===== config.mk =====
export PLATFORM = sky130hd
export DESIGN_NAME = detection_head_box_decode_top
export DESIGN_NICKNAME = d
export VERILOG_FILES = /design/src/rtl/core/dhbd_pkg.sv /design/src/rtl/core/dhbd_div.sv /design/src/rtl/core/detection_head_box_decode_top.sv
export SDC_FILE = /design/constraint.sdc
export NUM_CORES = 2
export LEC_CHECK = 0
export ABC_AREA = 0
export BUFFER_PORTS_ARGS = -buffer_cell sky130_fd_sc_hd__buf_2
export CAP_MARGIN = 15
export CORE_ASPECT_RATIO = 1.75
export CORE_MARGIN = 2
export CORE_UTILIZATION = 54
export CTS_CLUSTER_DIAMETER = 40
export DETAILED_ROUTE_END_ITERATION = 6
export PLACE_DENSITY = 0.76
export SLEW_MARGIN = 20
export SYNTH_ARGS = -nofsm -noshare
export SYNTH_HDL_FRONTEND = slang
export SYNTH_SLANG_ARGS = --single-unit

===== constraint.sdc =====
create_clock -name clock -period 13.4 [get_ports clock]
set_input_delay 0.67 -clock clock [delete_from_list [all_inputs] [get_ports clock]]
set_output_delay 0.67 -clock clock [all_outputs]
set_load 0.05 [all_outputs]

===== src/rtl/core/dhbd_pkg.sv =====
// Shared types and constants of the detection head box decoder.
// Holds the divider command/response structs and the register index codes.
// No dependencies.
package dhbd_pkg;

   localparam int unsigned NET_INPUT_SIZE = 640;
   localparam int unsigned MAX_CLASSES    = 80;

   localparam int unsigned SCORE_W = 16;
   localparam int unsigned CLASS_W = 8;
   localparam int unsigned DIM_W   = 13;

   // Operand and result widths of the multiply/divide path.
   localparam int unsigned OPND_W = 13;
   localparam int unsigned PROD_W = 2 * OPND_W;
   localparam int unsigned DEN_W  = DIM_W + 1;
   localparam int unsigned DVSR_W = DEN_W + 1;
   localparam int unsigned DIVD_W = PROD_W + 2;
   localparam int unsigned QUOT_W = DIVD_W + 1;
   localparam int unsigned PAD_W  = 11;

   // Width of the divider's iteration counter.
   localparam int unsigned DIV_CNT_W = $clog2(DIVD_W);

   typedef enum logic [1:0] {
      CSR_THRESHOLD   = 2'd0,
      CSR_ORIG_WIDTH  = 2'd1,
      CSR_ORIG_HEIGHT = 2'd2
   } csr_index_type;

   typedef struct packed {
      logic              start;
      logic              neg;
      logic [PROD_W-1:0] mag;
      logic [DEN_W-1:0]  den;
   } div_cmd_type;

   typedef struct packed {
      logic              done;
      logic [QUOT_W-1:0] quot;
   } div_rsp_type;

endpackage


===== src/rtl/core/dhbd_div.sv =====
// Shared rounding divider: sign * round(mag / den), half away from zero.
// Restoring division, one quotient bit per cycle. Depends on dhbd_pkg.
module dhbd_div import dhbd_pkg::*; (
   input  logic        clock,
   input  logic        reset,
   input  div_cmd_type cmd,
   output div_rsp_type rsp
);

   logic                 busy_ff, busy_in;
   logic                 done_ff, done_in;
   logic [DIV_CNT_W-1:0] cnt_ff, cnt_in;
   logic                 neg_ff, neg_in;
   logic [DIVD_W-1:0]    quo_ff, quo_in;
   logic [DVSR_W-1:0]    rem_ff, rem_in;
   logic [DVSR_W-1:0]    dvsr_ff, dvsr_in;
   logic [DVSR_W:0]      trial;
   logic [DVSR_W:0]      diff;

   always_comb begin
      busy_in = busy_ff;
      done_in = 1'b0;
      cnt_in  = cnt_ff;
      neg_in  = neg_ff;
      quo_in  = quo_ff;
      rem_in  = rem_ff;
      dvsr_in = dvsr_ff;
      trial   = {rem_ff, quo_ff[DIVD_W-1]};
      diff    = trial - {1'b0, dvsr_ff};
      if (cmd.start) begin
         // Rounding is folded in: (2*mag + den) / (2*den).
         busy_in = 1'b1;
         cnt_in  = '0;
         neg_in  = cmd.neg;
         quo_in  = DIVD_W'({cmd.mag, 1'b0}) + DIVD_W'(cmd.den);
         dvsr_in = {cmd.den, 1'b0};
         rem_in  = '0;
      end else if (busy_ff) begin
         if (!diff[DVSR_W]) begin
            rem_in = diff[DVSR_W-1:0];
         end else begin
            rem_in = trial[DVSR_W-1:0];
         end
         quo_in = {quo_ff[DIVD_W-2:0], ~diff[DVSR_W]};
         cnt_in = cnt_ff + DIV_CNT_W'(1);
         if (cnt_ff == DIV_CNT_W'(DIVD_W - 1)) begin
            busy_in = 1'b0;
            done_in = 1'b1;
         end
      end
   end

   always_ff @(posedge clock) begin
      if (reset) begin
         busy_ff <= 1'b0;
         done_ff <= 1'b0;
         cnt_ff  <= '0;
      end else begin
         busy_ff <= busy_in;
         done_ff <= done_in;
         cnt_ff  <= cnt_in;
      end
   end

   always_ff @(posedge clock) begin
      neg_ff  <= neg_in;
      quo_ff  <= quo_in;
      rem_ff  <= rem_in;
      dvsr_ff <= dvsr_in;
   end

   assign rsp.done = done_ff;
   assign rsp.quot = neg_ff ? (QUOT_W'(0) - {1'b0, quo_ff}) : {1'b0, quo_ff};

endmodule


===== src/rtl/core/detection_head_box_decode_top.sv =====
// Detection head box decoder: a score item is taken every cycle while no box is being built.
// A last-score transfer that beats the threshold stalls the input while its box is built:
// six multiply/divide passes through the shared divider, then two clamp steps,
// the second held while an earlier result still waits. The box is valid in the cycle after that step.
// Synchronous active-high reset restores the register defaults and the running maximum.
// Depends on dhbd_pkg and dhbd_div.
module detection_head_box_decode_top import dhbd_pkg::*; (
   input  logic                clock,
   input  logic                reset,
   input  logic                req_valid,
   output logic                req_stall,
   input  logic [SCORE_W-1:0]  req_class_score,
   input  logic                req_last_score,
   input  logic signed [15:0]  req_center_x,
   input  logic signed [15:0]  req_center_y,
   input  logic signed [15:0]  req_box_w,
   input  logic signed [15:0]  req_box_h,
   output logic                rsp_valid,
   input  logic                rsp_stall,
   output logic [DIM_W-1:0]    rsp_out_x,
   output logic [DIM_W-1:0]    rsp_out_y,
   output logic [DIM_W-1:0]    rsp_out_w,
   output logic [DIM_W-1:0]    rsp_out_h,
   output logic [CLASS_W-1:0]  rsp_class_id,
   output logic [SCORE_W-1:0]  rsp_best_score,
   input  logic                csr_valid,
   output logic                csr_ready,
   input  logic [1:0]          csr_index,
   input  logic [15:0]         csr_data
);

   typedef enum logic [2:0] {
      S_IDLE, S_MUL, S_GO, S_WAIT, S_CLAMP_XY, S_CLAMP_WH
   } state_type;

   typedef enum logic [2:0] {
      OP_PADX, OP_PADY, OP_X, OP_Y, OP_W, OP_H
   } op_type;

   state_type state_ff, state_in;
   op_type    op_ff, op_in;

   logic [SCORE_W-1:0] thresh_ff, thresh_in;
   logic [DIM_W-1:0]   ow_ff, ow_in;
   logic [DIM_W-1:0]   oh_ff, oh_in;

   logic [SCORE_W-1:0] max_ff, max_in;
   logic [CLASS_W-1:0] class_ff, class_in;
   logic [CLASS_W-1:0] cnt_ff, cnt_in;
   logic               excess_ff, excess_in;

   logic [SCORE_W-1:0] best_ff, best_in;
   logic [CLASS_W-1:0] cls_ff, cls_in;
   logic signed [12:0] left_ff, left_in;
   logic signed [12:0] top_ff, top_in;
   logic signed [11:0] wi_ff, wi_in;
   logic signed [11:0] hi_ff, hi_in;
   logic [DIM_W-1:0]   m_ff, m_in;
   logic [PAD_W-1:0]   padx_ff, padx_in;
   logic [PAD_W-1:0]   pady_ff, pady_in;
   logic signed [QUOT_W-1:0] x_ff, x_in, y_ff, y_in, w_ff, w_in, h_ff, h_in;
   logic [DIM_W-1:0]   xc_ff, xc_in, yc_ff, yc_in;

   logic [PROD_W-1:0]  mag_ff, mag_in;
   logic               neg_ff, neg_in;
   logic [DEN_W-1:0]   den_ff, den_in;

   logic               rsp_valid_ff, rsp_valid_in;
   logic [DIM_W-1:0]   out_x_ff, out_x_in, out_y_ff, out_y_in;
   logic [DIM_W-1:0]   out_w_ff, out_w_in, out_h_ff, out_h_in;
   logic [CLASS_W-1:0] out_cls_ff, out_cls_in;
   logic [SCORE_W-1:0] out_score_ff, out_score_in;

   div_cmd_type div_cmd;
   div_rsp_type div_rsp;

   logic               req_fire;
   logic               take;
   logic [SCORE_W-1:0] new_max;
   logic [CLASS_W-1:0] new_class;
   logic signed [17:0] lx_raw, ly_raw, lx_adj, ly_adj;
   logic signed [15:0] bw_adj, bh_adj;
   logic [DIM_W-1:0]   m_sel;
   logic signed [13:0] dx, dy;
   logic [OPND_W-1:0]  mul_a, mul_b;
   logic signed [QUOT_W-1:0] ow_s, oh_s, wlim_s, hlim_s;
   logic [DIM_W-1:0]   wlim, hlim;

   dhbd_div u_div (
      .clock (clock),
      .reset (reset),
      .cmd   (div_cmd),
      .rsp   (div_rsp)
   );

   assign req_fire = req_valid && !req_stall;

   // Corner form, truncated toward zero, straight from the input payload.
   always_comb begin
      lx_raw = $signed({req_center_x[15], req_center_x, 1'b0})
             - $signed({{2{req_box_w[15]}}, req_box_w});
      ly_raw = $signed({req_center_y[15], req_center_y, 1'b0})
             - $signed({{2{req_box_h[15]}}, req_box_h});
      lx_adj = lx_raw[17] ? lx_raw + 18'sd31 : lx_raw;
      ly_adj = ly_raw[17] ? ly_raw + 18'sd31 : ly_raw;
      bw_adj = req_box_w[15] ? req_box_w + 16'sd15 : req_box_w;
      bh_adj = req_box_h[15] ? req_box_h + 16'sd15 : req_box_h;
      m_sel  = (ow_ff > oh_ff) ? ow_ff : oh_ff;
      if (m_sel == '0) begin
         m_sel = DIM_W'(1);
      end
   end

   always_comb begin
      take      = !excess_ff && ((cnt_ff == '0) || (req_class_score > max_ff));
      new_max   = take ? req_class_score : max_ff;
      new_class = take ? cnt_ff : class_ff;
   end

   // Operand selection for the shared multiplier ahead of each division.
   always_comb begin
      dx     = $signed({left_ff[12], left_ff}) - $signed({3'b000, padx_ff});
      dy     = $signed({top_ff[12], top_ff}) - $signed({3'b000, pady_ff});
      mul_a  = '0;
      mul_b  = m_ff;
      neg_in = neg_ff;
      den_in = den_ff;
      case (op_ff)
         OP_PADX: begin
            mul_a  = m_ff - ow_ff;
            mul_b  = OPND_W'(NET_INPUT_SIZE);
            neg_in = 1'b0;
            den_in = {m_ff, 1'b0};
         end
         OP_PADY: begin
            mul_a  = m_ff - oh_ff;
            mul_b  = OPND_W'(NET_INPUT_SIZE);
            neg_in = 1'b0;
            den_in = {m_ff, 1'b0};
         end
         OP_X: begin
            mul_a  = dx[13] ? OPND_W'(14'sd0 - dx) : OPND_W'(dx);
            neg_in = dx[13];
            den_in = DEN_W'(NET_INPUT_SIZE);
         end
         OP_Y: begin
            mul_a  = dy[13] ? OPND_W'(14'sd0 - dy) : OPND_W'(dy);
            neg_in = dy[13];
            den_in = DEN_W'(NET_INPUT_SIZE);
         end
         OP_W: begin
            mul_a  = {1'b0, (wi_ff[11] ? 12'd0 - wi_ff : wi_ff)};
            neg_in = wi_ff[11];
            den_in = DEN_W'(NET_INPUT_SIZE);
         end
         OP_H: begin
            mul_a  = {1'b0, (hi_ff[11] ? 12'd0 - hi_ff : hi_ff)};
            neg_in = hi_ff[11];
            den_in = DEN_W'(NET_INPUT_SIZE);
         end
         default: begin
            mul_a = '0;
         end
      endcase
      mag_in = (state_ff == S_MUL) ? PROD_W'(mul_a) * PROD_W'(mul_b) : mag_ff;
      if (state_ff != S_MUL) begin
         neg_in = neg_ff;
         den_in = den_ff;
      end
   end

   assign div_cmd.start = (state_ff == S_GO);
   assign div_cmd.neg   = neg_ff;
   assign div_cmd.mag   = mag_ff;
   assign div_cmd.den   = den_ff;

   always_comb begin
      ow_s   = $signed({{(QUOT_W-DIM_W){1'b0}}, ow_ff});
      oh_s   = $signed({{(QUOT_W-DIM_W){1'b0}}, oh_ff});
      wlim   = ow_ff - xc_ff;
      hlim   = oh_ff - yc_ff;
      wlim_s = $signed({{(QUOT_W-DIM_W){1'b0}}, wlim});
      hlim_s = $signed({{(QUOT_W-DIM_W){1'b0}}, hlim});
   end

   always_comb begin
      state_in     = state_ff;
      op_in        = op_ff;
      thresh_in    = thresh_ff;
      ow_in        = ow_ff;
      oh_in        = oh_ff;
      max_in       = max_ff;
      class_in     = class_ff;
      cnt_in       = cnt_ff;
      excess_in    = excess_ff;
      best_in      = best_ff;
      cls_in       = cls_ff;
      left_in      = left_ff;
      top_in       = top_ff;
      wi_in        = wi_ff;
      hi_in        = hi_ff;
      m_in         = m_ff;
      padx_in      = padx_ff;
      pady_in      = pady_ff;
      x_in         = x_ff;
      y_in         = y_ff;
      w_in         = w_ff;
      h_in         = h_ff;
      xc_in        = xc_ff;
      yc_in        = yc_ff;
      rsp_valid_in = rsp_valid_ff;
      out_x_in     = out_x_ff;
      out_y_in     = out_y_ff;
      out_w_in     = out_w_ff;
      out_h_in     = out_h_ff;
      out_cls_in   = out_cls_ff;
      out_score_in = out_score_ff;

      if (csr_valid && csr_ready) begin
         unique case (csr_index_type'(csr_index))
            CSR_THRESHOLD:   thresh_in = csr_data;
            CSR_ORIG_WIDTH:  ow_in     = csr_data[DIM_W-1:0];
            CSR_ORIG_HEIGHT: oh_in     = csr_data[DIM_W-1:0];
            default: begin
            end
         endcase
      end

      if (rsp_valid_ff && !rsp_stall) begin
         rsp_valid_in = 1'b0;
      end

      if (req_fire) begin
         if (!excess_ff) begin
            max_in   = new_max;
            class_in = new_class;
            if ({1'b0, cnt_ff} + 9'd1 >= 9'(MAX_CLASSES)) begin
               excess_in = 1'b1;
            end else begin
               cnt_in = cnt_ff + CLASS_W'(1);
            end
         end
         if (req_last_score) begin
            // Every detection ends here, whether or not a box is built.
            max_in    = '0;
            class_in  = '0;
            cnt_in    = '0;
            excess_in = 1'b0;
            if (new_max > thresh_ff) begin
               best_in  = new_max;
               cls_in   = new_class;
               left_in  = lx_adj[17:5];
               top_in   = ly_adj[17:5];
               wi_in    = bw_adj[15:4];
               hi_in    = bh_adj[15:4];
               m_in     = m_sel;
               op_in    = OP_PADX;
               state_in = S_MUL;
            end
         end
      end

      unique case (state_ff)
         S_IDLE: begin
         end
         S_MUL: begin
            state_in = S_GO;
         end
         S_GO: begin
            state_in = S_WAIT;
         end
         S_WAIT: begin
            if (div_rsp.done) begin
               case (op_ff)
                  OP_PADX: padx_in = div_rsp.quot[PAD_W-1:0];
                  OP_PADY: pady_in = div_rsp.quot[PAD_W-1:0];
                  OP_X:    x_in    = $signed(div_rsp.quot);
                  OP_Y:    y_in    = $signed(div_rsp.quot);
                  OP_W:    w_in    = $signed(div_rsp.quot);
                  OP_H:    h_in    = $signed(div_rsp.quot);
                  default: begin
                  end
               endcase
               if (op_ff == OP_H) begin
                  state_in = S_CLAMP_XY;
               end else begin
                  op_in    = op_type'(op_ff + 3'd1);
                  state_in = S_MUL;
               end
            end
         end
         S_CLAMP_XY: begin
            if (x_ff > ow_s) begin
               xc_in = ow_ff;
            end else if (x_ff[QUOT_W-1]) begin
               xc_in = '0;
            end else begin
               xc_in = x_ff[DIM_W-1:0];
            end
            if (y_ff > oh_s) begin
               yc_in = oh_ff;
            end else if (y_ff[QUOT_W-1]) begin
               yc_in = '0;
            end else begin
               yc_in = y_ff[DIM_W-1:0];
            end
            state_in = S_CLAMP_WH;
         end
         S_CLAMP_WH: begin
            // Hold here until the output register is free or being emptied.
            if (!rsp_valid_ff || !rsp_stall) begin
               out_x_in = xc_ff;
               out_y_in = yc_ff;
               if (w_ff > wlim_s) begin
                  out_w_in = wlim;
               end else if (w_ff[QUOT_W-1]) begin
                  out_w_in = '0;
               end else begin
                  out_w_in = w_ff[DIM_W-1:0];
               end
               if (h_ff > hlim_s) begin
                  out_h_in = hlim;
               end else if (h_ff[QUOT_W-1]) begin
                  out_h_in = '0;
               end else begin
                  out_h_in = h_ff[DIM_W-1:0];
               end
               out_cls_in   = cls_ff;
               out_score_in = best_ff;
               rsp_valid_in = 1'b1;
               state_in     = S_IDLE;
            end
         end
         default: begin
            state_in = S_IDLE;
         end
      endcase
   end

   always_ff @(posedge clock) begin
      if (reset) begin
         state_ff     <= S_IDLE;
         op_ff        <= OP_PADX;
         rsp_valid_ff <= 1'b0;
         thresh_ff    <= SCORE_W'(16384);
         ow_ff        <= DIM_W'(640);
         oh_ff        <= DIM_W'(480);
         max_ff       <= '0;
         class_ff     <= '0;
         cnt_ff       <= '0;
         excess_ff    <= 1'b0;
      end else begin
         state_ff     <= state_in;
         op_ff        <= op_in;
         rsp_valid_ff <= rsp_valid_in;
         thresh_ff    <= thresh_in;
         ow_ff        <= ow_in;
         oh_ff        <= oh_in;
         max_ff       <= max_in;
         class_ff     <= class_in;
         cnt_ff       <= cnt_in;
         excess_ff    <= excess_in;
      end
   end

   always_ff @(posedge clock) begin
      best_ff      <= best_in;
      cls_ff       <= cls_in;
      left_ff      <= left_in;
      top_ff       <= top_in;
      wi_ff        <= wi_in;
      hi_ff        <= hi_in;
      m_ff         <= m_in;
      padx_ff      <= padx_in;
      pady_ff      <= pady_in;
      x_ff         <= x_in;
      y_ff         <= y_in;
      w_ff         <= w_in;
      h_ff         <= h_in;
      xc_ff        <= xc_in;
      yc_ff        <= yc_in;
      mag_ff       <= mag_in;
      neg_ff       <= neg_in;
      den_ff       <= den_in;
      out_x_ff     <= out_x_in;
      out_y_ff     <= out_y_in;
      out_w_ff     <= out_w_in;
      out_h_ff     <= out_h_in;
      out_cls_ff   <= out_cls_in;
      out_score_ff <= out_score_in;
   end

   assign req_stall      = (state_ff != S_IDLE);
   assign csr_ready      = 1'b1;
   assign rsp_valid      = rsp_valid_ff;
   assign rsp_out_x      = out_x_ff;
   assign rsp_out_y      = out_y_ff;
   assign rsp_out_w      = out_w_ff;
   assign rsp_out_h      = out_h_ff;
   assign rsp_class_id   = out_cls_ff;
   assign rsp_best_score = out_score_ff;

   // The class counter parks on the last class index once further scores are ignored.
   a_excess_count: assert property (@(posedge clock) disable iff (reset)
      excess_ff |-> cnt_ff == CLASS_W'(MAX_CLASSES - 1))
      else $error("class counter not parked while scores are ignored");

   a_div_done_state: assert property (@(posedge clock) disable iff (reset)
      div_rsp.done |-> state_ff == S_WAIT)
      else $error("divider finished outside the wait state");

   a_new_result_score: assert property (@(posedge clock) disable iff (reset)
      $rose(rsp_valid) |-> rsp_best_score > thresh_ff)
      else $error("result emitted at or below the confidence threshold");

   a_box_in_frame: assert property (@(posedge clock) disable iff (reset)
      rsp_valid |-> rsp_out_x <= ow_ff && rsp_out_w <= ow_ff - rsp_out_x)
      else $error("result box leaves the frame horizontally");

endmodule

==> run summary <==
STA
-------------------------------------------------------------------------------------
Peak Freq                                                                   101.9 MHz
Final count of hold timing violations                                               0
Final worst path period share                                                  73.22%
Final-report setup violation count                                                  0
Headroom to the max-slew limit                                                 24.63%
Worst clock skew on the final layout                                         27.83 ps
Final max-slew violation count                                                      0
Period minus WS final                                                         9811 ps
Sum Neg Setup Slack                                                              0 ps
Setup repair after global routing missed its margin                             false
Pin slew with the least headroom to its limit                                 1125 ps

SYNTH
-------------------------------------------------------------------------------------
FF+latch count, synth                                                             513
Mux cell area share after synthesis                                            2.645%
Post-synthesis average cell area                                            10.15 um2
Dominant register cell in the synthesized netlist                        sky130_fd_sc_hd__edfxtp_1
Post-synth ARST share                                                              0%
Post-synthesis simple-gate area fraction                                       14.45%
Sequential share of the synthesized area                                       41.04%
Net Count, Synth                                                                 3981
Gate Count Post-Synth                                                            3448
Synth Area in Adders                                                           18.15%
Post-Syn Area                                                             0.03500 mm2
YS warnings                                                                         0
Yosys cell types                                                                   88
Number of flops mapped to enable cells by yosys                                   409
Fraction of synthesized cell area in xor and xnor cells                        5.830%
Top-area cell type share of the netlist area                                   35.09%
Main combinational cell family by area after synthesis                    adder cells
Most area-hungry cell type in the Yosys netlist                          sky130_fd_sc_hd__edfxtp_1
Dominant cells by area after synthesis                                   sky130_fd_sc_hd__edfxtp_1 (35%), sky130_fd_sc_hd__ha_1 (11%), sky130_fd_sc_hd__fa_1 (7.4%)
Synthesized-area fraction occupied by ao, oa, aoi and oai cells                12.68%

CLOCKING
-------------------------------------------------------------------------------------
Number of buffers inserted for hold repair after clock tree synthesis               0
H-tree Lvls                                                                         2
Clock tree from TritonCTS                                                        done
TritonCTS buffer count                                                             50
Buffer depth of the longest clock path                                              3
Post-CTS resize count                                                               0
Worst-skew pair later-pin latency                                              620 ps
CTS sink cnt                                                                      513
Clock-pin transition on the worst setup and hold timing paths                   70 ps
Clock tree root buffer cell                                              sky130_fd_sc_hd__clkbuf_16
Buffers inserted during post-CTS setup optimization                                 0

POWER
-------------------------------------------------------------------------------------
Seq pwr share                                                                   41.7%
Comb pwr share                                                                  25.3%
Clock power share                                                               33.0%
VDD IR max                                                                   87.89 uV
Internal                                                                     3.167 mW
Switch share                                                                   30.65%
Sw Pwr                                                                       1.400 mW
Pleak                                                                        16.25 nW
Pwr per Cell Area                                                        118.1 mW/mm2

WORST SETUP PATH
-------------------------------------------------------------------------------------
CP dominant cell by count                                                sky130_fd_sc_hd__fa_1
Req. time, crit path                                                         13750 ps
Category of the critical setup timing path                               flop to flop
Cell type of the slowest stage on the worst timing path                  sky130_fd_sc_hd__a221oi_2
Crit path max fanout                                                               27
Stage delay of the slowest cell on the critical path                           610 ps
Data arrival at the endpoint of the critical path                            10160 ps
Sort of element at the start of the critical path                                flop
Sort of element at the end of the critical path                                  flop

DIE
-------------------------------------------------------------------------------------
Initial core utilization                                                       54.54%
Site row count                                                                    123
Die width                                                                    196.5 um
Placeable Area                                                            0.06418 mm2
Vertical extent of the die                                                   340.8 um
I/O pins                                                                          183
Full die area                                                             0.06695 mm2

GRT
-------------------------------------------------------------------------------------
Initial antenna violation count                                                     4
Global-route wire length before repair                                      142200 um
Via count of the first global-routing pass                                      27070
Maximum number of pins on one net before global-route repair                       76
Total overflow reported by the global router                                        0
Global Route Usage Sum                                                         27.39%

PLACE
-------------------------------------------------------------------------------------
GPL Wtd Cong                                                                   0.9947
Hpwl dp                                                                      71860 um
Port buffer count                                                                 181

LAYOUT
-------------------------------------------------------------------------------------
Area growth from synthesis to final layout                                     10.49%
Fin nets                                                                         4144
Fraction of layout instances using a drive strength above 1                    10.51%
Final Core Density                                                             60.26%

DRT
-------------------------------------------------------------------------------------
Length of the first detailed-routing pass in iterations                             6
Drt total wl                                                                 91550 um
Detail-routed net length per standard cell                                   20.50 um
Total via count after detailed routing                                          26490
Number of remaining DRC errors                                                      0
Count of routing violations after the opening detailed-route iteration           1480
Number of routed nets with antenna violations                                       0
Post-DR vias/cell                                                               5.934

FLOW RUN
-------------------------------------------------------------------------------------
# Max-Cap Violations                                                                0

RUN STATUS
-------------------------------------------------------------------------------------
Outcome                                                                     completed

MIN PATH
-------------------------------------------------------------------------------------
Worst Hold Class                                                         input pin to flop

power groups by stage:
| stage | logic (mW) | clock network, mW | registers [mW] |
|---|---|---|---|
| after floorplan | 0.846 | 0 | 1.91 |
| after global placement | 1.11 | 0 | 1.93 |
| after detailed placement | 1.14 | 0 | 1.94 |
| after CTS | 1.15 | 1.53 | 1.90 |
| after global routing | 1.29 | 1.58 | 1.91 |
| final | 1.15 | 1.51 | 1.90 |
placed cells by master (no fill, tap or decap), types with 29 or more instances in the layout:
| cell | n |
|---|---|
| sky130_fd_sc_hd__edfxtp_1 | 409 |
| sky130_fd_sc_hd__inv_1 | 374 |
| sky130_fd_sc_hd__ha_1 | 299 |
| sky130_fd_sc_hd__nand2_1 | 276 |
| sky130_fd_sc_hd__nor2_1 | 254 |
| sky130_fd_sc_hd__buf_2 | 181 |
| sky130_fd_sc_hd__a21oi_1 | 179 |
| sky130_fd_sc_hd__o21ai_0 | 151 |
| sky130_fd_sc_hd__xnor2_1 | 144 |
| sky130_fd_sc_hd__fa_1 | 130 |
| sky130_fd_sc_hd__dfxtp_1 | 104 |
| sky130_fd_sc_hd__xor2_1 | 82 |
| sky130_fd_sc_hd__nand3_1 | 81 |
| sky130_fd_sc_hd__mux2i_1 | 79 |
| sky130_fd_sc_hd__nand2b_1 | 66 |
| sky130_fd_sc_hd__nor3_1 | 56 |
| sky130_fd_sc_hd__nor2b_1 | 54 |
| sky130_fd_sc_hd__clkbuf_16 | 50 |
| sky130_fd_sc_hd__a21o_1 | 43 |
| sky130_fd_sc_hd__nand4_1 | 38 |
| sky130_fd_sc_hd__buf_4 | 35 |
| sky130_fd_sc_hd__o21a_1 | 33 |
| sky130_fd_sc_hd__nor4_1 | 33 |
| sky130_fd_sc_hd__or3_1 | 29 |
layout make-up:
type                            instances  area, um2
Antenna cell                            1      2.502
Clock buffer                           57       1287
Clock inverter                         36      485.5
Fill cell                            5317      25500
Inverter                              375       1408
Multi-Input combinational cell       2455      18940
Sequential cell                       513      14360
Tap cell                              812       1016
Timing Repair Buffer                  216       1169
kinds of logic (layout without fill, tap and decap cells):
| group | Yosys count | in the layout |
|---|---|---|
| compound gates | 672 | 672 |
| fa+ha+maj | 430 | 430 |
| mux | 91 | 91 |
| other cells | 1 | 2 |
| flops | 513 | 513 |
| buf+inv | 480 | 684 |
| simple gates | 1028 | 1028 |
| xor+xnor | 233 | 233 |
path summary, 6_finish.rpt:
path                      from           endpoint  slack, ps  depth (start not counted)
setup reg to reg      op_ff[0]         mag_ff[25]       3590                         31
setup / recovery      op_ff[0]         mag_ff[25]       3590                         31
hold reg to reg     best_ff[6]  rsp_best_score[6]        420                          0
hold / removal    csr_data[14]      thresh_ff[14]        260                          2
worst max-delay path, delay by kind of cell, from the launching register on:
kind / cells / cell delay (ps)
adders and majority gates: 9 / 3910
DFF: 1 / 390
AOI/OAI and AO/OA: 11 / 3260
xor gates and xnor gates: 2 / 230
and+or+nand+nor: 6 / 1570
buffers and inverters: 3 / 150
metal layers:
layer	vias to the layer above	part of all wire (%)	GRT usage, %
li1	12540	-	-
met5	-	0.015	0
met4	2	8.3	20.44
met2	951	52	51.08
met3	365	5.4	3.597
met1	12640	34	27.52
registers in the layout (all words and copies together) (netlist names), 15 cells and up:
name,flops
u_div.quo_ff,28
u_div.rem_ff,15
thresh_ff,16
x_ff,29
mag_ff,26
h_ff,29
rsp_best_score,16
best_ff,16
max_ff,16
w_ff,29
y_ff,29
cell usage after synthesis (54+ instances only):
cell type,instances
sky130_fd_sc_hd__ha_1,299
sky130_fd_sc_hd__edfxtp_1,409
sky130_fd_sc_hd__nand2_1,276
sky130_fd_sc_hd__nor2b_1,54
sky130_fd_sc_hd__xor2_1,83
sky130_fd_sc_hd__mux2i_1,79
sky130_fd_sc_hd__xnor2_1,150
sky130_fd_sc_hd__inv_1,375
sky130_fd_sc_hd__fa_1,130
sky130_fd_sc_hd__clkbuf_1,90
sky130_fd_sc_hd__o21ai_0,153
sky130_fd_sc_hd__nand2b_1,66
sky130_fd_sc_hd__nand3_1,81
sky130_fd_sc_hd__nor2_1,259
sky130_fd_sc_hd__a21oi_1,180
sky130_fd_sc_hd__nor3_1,56
sky130_fd_sc_hd__dfxtp_1,104
metrics by stage:
stage	hold slack (ps)	setup WS [ps]	std cells	power, mW	area (um2)
floorplan	400.3	4728	3448	2.754	35000
global placement	402.3	4056	4371	3.043	36890
detailed placement	404.5	3769	4371	3.078	36890
CTS	228.7	3714	4464	4.579	38660
global route	246.9	2851	4464	4.777	38670
finish	258.6	3589	4465	4.566	38670
(Power assumes the default switching activity.)
